[config.mk]
export PLATFORM = sky130hd
export DESIGN_NAME = msu_ctrl
export DESIGN_NICKNAME = d
export VERILOG_FILES = /design/src/hdl/msu_pkg.sv /design/src/hdl/msu_ctrl.sv
export SDC_FILE = /design/constraint.sdc
export NUM_CORES = 1
export LEC_CHECK = 0
export BUFFER_PORTS_ARGS = -buffer_cell sky130_fd_sc_hd__buf_2
export CORE_MARGIN = 5
export CORE_UTILIZATION = 40
export DETAILED_ROUTE_END_ITERATION = 8
export GPL_TIMING_DRIVEN = 1
export PLACE_DENSITY = 0.7
export SYNTH_ARGS = -nofsm -noshare
export SYNTH_HDL_FRONTEND = slang
export SYNTH_SLANG_ARGS = --single-unit
[constraint.sdc]
create_clock -name clk_i -period 2.45 [get_ports clk_i]
set_clock_uncertainty 0.15 [all_clocks]
set_input_delay 0.245 -clock clk_i [delete_from_list [all_inputs] [get_ports clk_i]]
set_output_delay 0.245 -clock clk_i [all_outputs]
set_load 0.02 [all_outputs]
[src/hdl/msu_pkg.sv]
// Package for the Metropolis site update block: sizes, codes, payload structs,
// controller/datapath command types and the acceptance table.
// No dependencies.
package msu_pkg;

  localparam int SITES     = 64;
  localparam int SITE_W    = 6;
  localparam int MAX_GROUP = 64;
  localparam int GRP_W     = 7;
  localparam int VAL_W     = 16;
  localparam int EXP_DEPTH = 256;
  localparam int EXP_IDX_W = 8;
  localparam int DIV_W     = 54;
  localparam int DIV_CNT_W = 6;
  localparam int CFG_IDX_W = 2;
  localparam int CFG_W     = 16;

  typedef enum logic [1:0] {
    CMD_WRITE_VALUE = 2'd0,
    CMD_WRITE_EDGE  = 2'd1,
    CMD_WRITE_GROUP = 2'd2,
    CMD_UPDATE      = 2'd3
  } cmd_e;

  typedef enum logic [CFG_IDX_W-1:0] {
    CFG_QUARTIC = 2'd0,
    CFG_BETA    = 2'd1,
    CFG_COARSE  = 2'd2
  } cfg_idx_e;

  typedef struct packed {
    logic [1:0]              command;
    logic [SITE_W-1:0]       site;
    logic [SITE_W-1:0]       neighbour;
    logic signed [VAL_W-1:0] load_value;
    logic [15:0]             proposal_random;
    logic [15:0]             accept_random;
  } item_t;

  typedef struct packed {
    logic signed [VAL_W-1:0] site_value;
    logic                    accepted;
  } result_t;

  typedef enum logic [4:0] {
    S_CLEAR, S_IDLE, S_READ, S_DISPATCH, S_OFF_GO, S_OFF_WAIT, S_OFF_TAKE, S_SUM,
    S_E1, S_E2, S_E3, S_E4, S_POT_GO, S_POT_WAIT, S_POT_TAKE, S_SP, S_DELTA,
    S_PROD1, S_PROD2, S_DECIDE, S_DONE
  } ctrl_state_e;

  typedef enum logic [4:0] {
    OP_NONE, OP_CLEAR, OP_LATCH, OP_DISPATCH, OP_OFF_GO, OP_OFF_TAKE, OP_SUM,
    OP_E1, OP_E2, OP_E3, OP_E4, OP_POT_GO, OP_POT_TAKE, OP_SP, OP_DELTA,
    OP_PROD1, OP_PROD2, OP_DECIDE
  } dp_op_e;

  typedef struct packed {
    dp_op_e op;
    logic   sel_new;
  } dp_cmd_t;

  typedef struct packed {
    cmd_e command;
    logic n_zero;
    logic idx_last;
    logic div_busy;
  } dp_stat_t;

  typedef logic [16:0] exp_tab_t [EXP_DEPTH];

  // Long division of non-negative values below 2^32, used only while the table is built.
  function automatic longint udiv_small(longint num, longint den);
    longint quo;
    longint rem;
    quo = 0;
    rem = 0;
    for (int b = 31; b >= 0; b--) begin
      rem = (rem <<< 1) | ((num >>> b) & longint'(1));
      if (rem >= den) begin
        rem = rem - den;
        quo = quo | (longint'(1) <<< b);
      end
    end
    return quo;
  endfunction

  // exp(-16k/depth) in Q.16, from a series for exp(-y) raised to the 16th power.
  function automatic exp_tab_t build_exp_tab();
    exp_tab_t tab;
    longint   y;
    longint   term;
    longint   acc;
    for (int k = 0; k < EXP_DEPTH; k++) begin
      y    = longint'(k) <<< (30 - EXP_IDX_W);
      term = longint'(1) <<< 30;
      acc  = term;
      for (int i = 1; i <= 20; i++) begin
        term = udiv_small((term * y) >>> 30, longint'(i));
        if (i[0]) acc = acc - term;
        else acc = acc + term;
      end
      if (acc < 0) acc = 0;
      if (acc > (longint'(1) <<< 30)) acc = longint'(1) <<< 30;
      for (int i = 0; i < 4; i++) acc = (acc * acc) >>> 30;
      tab[k] = 17'((acc * 65536 + (longint'(1) <<< 29)) >>> 30);
    end
    return tab;
  endfunction

  localparam exp_tab_t EXP_TAB = build_exp_tab();

endpackage

[src/hdl/msu_ctrl.sv]
// Controller state machine: sequences the datapath through clearing, loads
// and the update steps. Depends on msu_pkg.
module msu_ctrl
  import msu_pkg::*;
(
  input  logic     clk_i,
  input  logic     rst_ni,
  input  logic     start,
  output logic     busy,
  output logic     result_valid_o,
  output dp_cmd_t  cmd_o,
  input  dp_stat_t stat_i
);

  ctrl_state_e state_q, state_d;
  logic        sel_q, sel_d;

  always_comb begin
    state_d = state_q;
    sel_d   = sel_q;
    case (state_q)
      S_CLEAR:    if (stat_i.idx_last) state_d = S_IDLE;
      S_IDLE:     if (start) state_d = S_READ;
      S_READ:     state_d = S_DISPATCH;
      S_DISPATCH: begin
        if (stat_i.command == CMD_UPDATE && !stat_i.n_zero) state_d = S_OFF_GO;
        else state_d = S_DONE;
      end
      S_OFF_GO:   state_d = S_OFF_WAIT;
      S_OFF_WAIT: if (!stat_i.div_busy) state_d = S_OFF_TAKE;
      S_OFF_TAKE: begin
        state_d = S_SUM;
        sel_d   = 1'b0;
      end
      S_SUM:      if (stat_i.idx_last) state_d = S_E1;
      S_E1:       state_d = S_E2;
      S_E2:       state_d = S_E3;
      S_E3:       state_d = S_E4;
      S_E4:       state_d = S_POT_GO;
      S_POT_GO:   state_d = S_POT_WAIT;
      S_POT_WAIT: if (!stat_i.div_busy) state_d = S_POT_TAKE;
      S_POT_TAKE: begin
        // Old value's energy first, then the proposed one.
        sel_d   = !sel_q;
        state_d = sel_q ? S_SP : S_E1;
      end
      S_SP:       state_d = S_DELTA;
      S_DELTA:    state_d = S_PROD1;
      S_PROD1:    state_d = S_PROD2;
      S_PROD2:    state_d = S_DECIDE;
      S_DECIDE:   state_d = S_DONE;
      S_DONE:     state_d = S_IDLE;
      default:    state_d = S_IDLE;
    endcase
  end

  always_comb begin
    cmd_o.sel_new  = sel_q;
    busy           = (state_q != S_IDLE);
    result_valid_o = (state_q == S_DONE);
    case (state_q)
      S_CLEAR:    cmd_o.op = OP_CLEAR;
      S_IDLE:     cmd_o.op = start ? OP_LATCH : OP_NONE;
      S_DISPATCH: cmd_o.op = OP_DISPATCH;
      S_OFF_GO:   cmd_o.op = OP_OFF_GO;
      S_OFF_TAKE: cmd_o.op = OP_OFF_TAKE;
      S_SUM:      cmd_o.op = OP_SUM;
      S_E1:       cmd_o.op = OP_E1;
      S_E2:       cmd_o.op = OP_E2;
      S_E3:       cmd_o.op = OP_E3;
      S_E4:       cmd_o.op = OP_E4;
      S_POT_GO:   cmd_o.op = OP_POT_GO;
      S_POT_TAKE: cmd_o.op = OP_POT_TAKE;
      S_SP:       cmd_o.op = OP_SP;
      S_DELTA:    cmd_o.op = OP_DELTA;
      S_PROD1:    cmd_o.op = OP_PROD1;
      S_PROD2:    cmd_o.op = OP_PROD2;
      S_DECIDE:   cmd_o.op = OP_DECIDE;
      default:    cmd_o.op = OP_NONE;
    endcase
  end

  always_ff @(posedge clk_i or negedge rst_ni) begin
    if (!rst_ni) begin
      state_q <= S_CLEAR;
      sel_q   <= 1'b0;
    end else begin
      state_q <= state_d;
      sel_q   <= sel_d;
    end
  end

endmodule
==> impl_metrics.tcl <==
set metrics [dict create \
    status "completed" \
    io_buffers 15 \
    relSlewSlack_pct 68.8 \
    setup_violations 0 \
    post_drt_wl_per_cell_um 12.7 \
    rr_startpoint "state_q[1]" \
    ant_nets 0 \
    grt_pass1_vias 561 \
    report.final.slew_viol_count 0 \
    worstMarginPinSlew_ns 0.469 \
    tns_ns 0 \
    ys_types 34 \
    syn_inst 75 \
    timing.fmax_ghz 0.444 \
    drtIter0Drc 18 \
    clock-sinks 6 \
    synth_edf_count 0 \
    holdWs_ns 0.149 \
    stdcell_count 104 \
    grt_first_pass_wirelength_um 2420 \
    start_util_pct 42.1 \
    peakVddDrop_uv 697 \
    crit_path_max_fanout 15 \
    clkLatencyLatePin_ns 0.24 \
    track_usage_pct 15.1 \
    dieArea_sq_um 2210 \
    globalRouteOverflowTotal 0 \
    grt_max_degree 16 \
    post_cts_buffers 0 \
    cp.arrival_ns 1.86 \
    ys.flop_type "dfrtp_1" \
    first_pass_iters 4 \
    fill_cells 149 \
    die_x_um 47.0 \
    io_pins 16 \
    worst-setup-path-type "register to primary output" \
    floorplan.core_area_sq_um 1300 \
    syn_nets 83 \
    end_kind "primary output" \
    gp_congestion 0.745 \
    clkTransAtPathRegs_ns 0.05 \
    ys_warn_count 0 \
    dr_total_vias 607 \
    crit_required_ns 2.06 \
    hold_path.class "input pin to register" \
    wl_um 1330 \
    cts_buffer_depth 2 \
    cts-root-buf "clkbuf_4" \
    finalHoldViolCount 0 \
    drc 0 \
    synth_seq_area_share_pct 27.4 \
    antenna_found_initial 0 \
    rsz0062_at_grt "false" \
    hp-start "stat_i[1]" \
    async_reset_ff_share_pct 100 \
    layout.nets 99 \
    dp_hpwl_um 975 \
    die_h_um 47.0 \
    syn-cell-area_sq_um 548 \
    numCtsBuffers 3 \
    final_core_util_pct 50.3 \
    cts_tree "built" \
    cp-startpoint "state_q[1]" \
    rows 13 \
    powerDensity_nw_per_um2 1590 \
    drv_cap 0 \
    area.growth.synth_to_final_pct 19.4 \
    synth_area_per_cell_sq_um 7.31 \
    finalCriticalPeriod_ns 2.25 \
    antennaDiodeCount 0 \
    fin_crit_sh_pct 91.9 \
    layout-drive-gt1-share_pct 22.5 \
    dp_cells 100 \
    power_leakage_uw 0.000301 \
    cp-start-kind "register" \
    viasPerCell 5.84 \
    synth-seq-cells 6 \
    htree_num_levels 1 \
]
metal layers:
layer,GRT usage [%],wire length (um),vias to the layer above
met5,0,0,-
met4,4.97,12,0
met3,3.83,104,2
met2,23.3,641,22
met1,20.4,567,277
li1,-,-,306
cell usage after synthesis (2+ instances only):
| cell | n | area share (%) |
|---|---|---|
| a21oi_1 | 7 | 6.4 |
| o31ai_1 | 2 | 2.7 |
| nand2b_1 | 2 | 2.3 |
| dfrtp_1 | 6 | 27 |
| o21ai_0 | 7 | 6.4 |
| inv_1 | 6 | 4.1 |
| nor2_1 | 8 | 5.5 |
| nand2_1 | 4 | 2.7 |
| o22ai_1 | 3 | 3.4 |
| clkbuf_1 | 4 | 2.7 |
| nor3_1 | 3 | 2.7 |
where the power goes:
group / leakage (uW) / internal (uW) / total (uW) / switching (uW)
Clock: 0.0000138 / 55.3 / 89.2 / 33.9
Sequential: 0.0000756 / 145 / 298 / 154
Combinational: 0.000212 / 284 / 656 / 372
Total: 0.000301 / 484 / 1040 / 560
worst max-delay path, stage by stage, from the launching register on:
cell and delay, ns:
dfrtp_1 0.58, inv_1 0.23, maj3_1 0.39, a32oi_1 0.15
o22ai_1 0.09, buf_2 0.17
worst paths after layout:
kind	endpoint	cells after the start	slack [ns]
max	cmd_o[1]	5	0.20
min	state_q[0]	3	0.15
max reg2reg	state_q[2]	4	0.50
min reg2reg	sel_q	1	0.41
max in group asynchronous	state_q[2]	2	1.80
min in group asynchronous	state_q[0]	2	0.20
state kept, by name (all words and copies together) (netlist names):
name and count:
state_q 5, sel_q 1
cell families (layout without fill, tap and decap cells):
logic type / after synthesis / after routing / synth area share (%)
compound gates: 29 / 29 / 34.9
simple gates: 24 / 24 / 21.2
buf+inv: 12 / 26 / 9.13
flops: 6 / 6 / 27.4
mux: 2 / 2 / 3.88
fa+ha+maj: 1 / 1 / 1.83
xor+xnor: 1 / 1 / 1.60
cell type report:
class,count,area [sq um],area share (%)
Multi-Input combinational cell,57,348,53.2
Sequential cell,6,150,22.9
Timing Repair Buffer,17,92.6,14.1
Clock buffer,3,22.5,3.44
Inverter,6,22.5,3.44
Tap cell,15,18.8,2.87
through the flow:
step	total power, uW	setup slack (ns)	instance area (sq um)
after floorplan	784	0.688	548
after global placement	953	0.490	622
after detailed placement	953	0.475	622
after CTS	1050	0.203	654
after global routing	1160	0.00608	654
final	1040	0.199	654
cell usage in the layout, fill, tap and decap left out, types with 2 or more instances in the layout:
cell / instances
inv_1: 6
o21ai_0: 7
nand2_1: 4
o31ai_1: 2
nor2_1: 8
nand2b_1: 2
nor3_1: 3
buf_2: 15
clkbuf_4: 3
a21oi_1: 7
dfrtp_1: 6
o22ai_1: 3
timing repair:
item                      in CTS  in global routing
hold endpoints to repair       6                  0
hold buffers                   1                  0
gates resized for setup        0                  0
(Power assumes the default switching activity.)
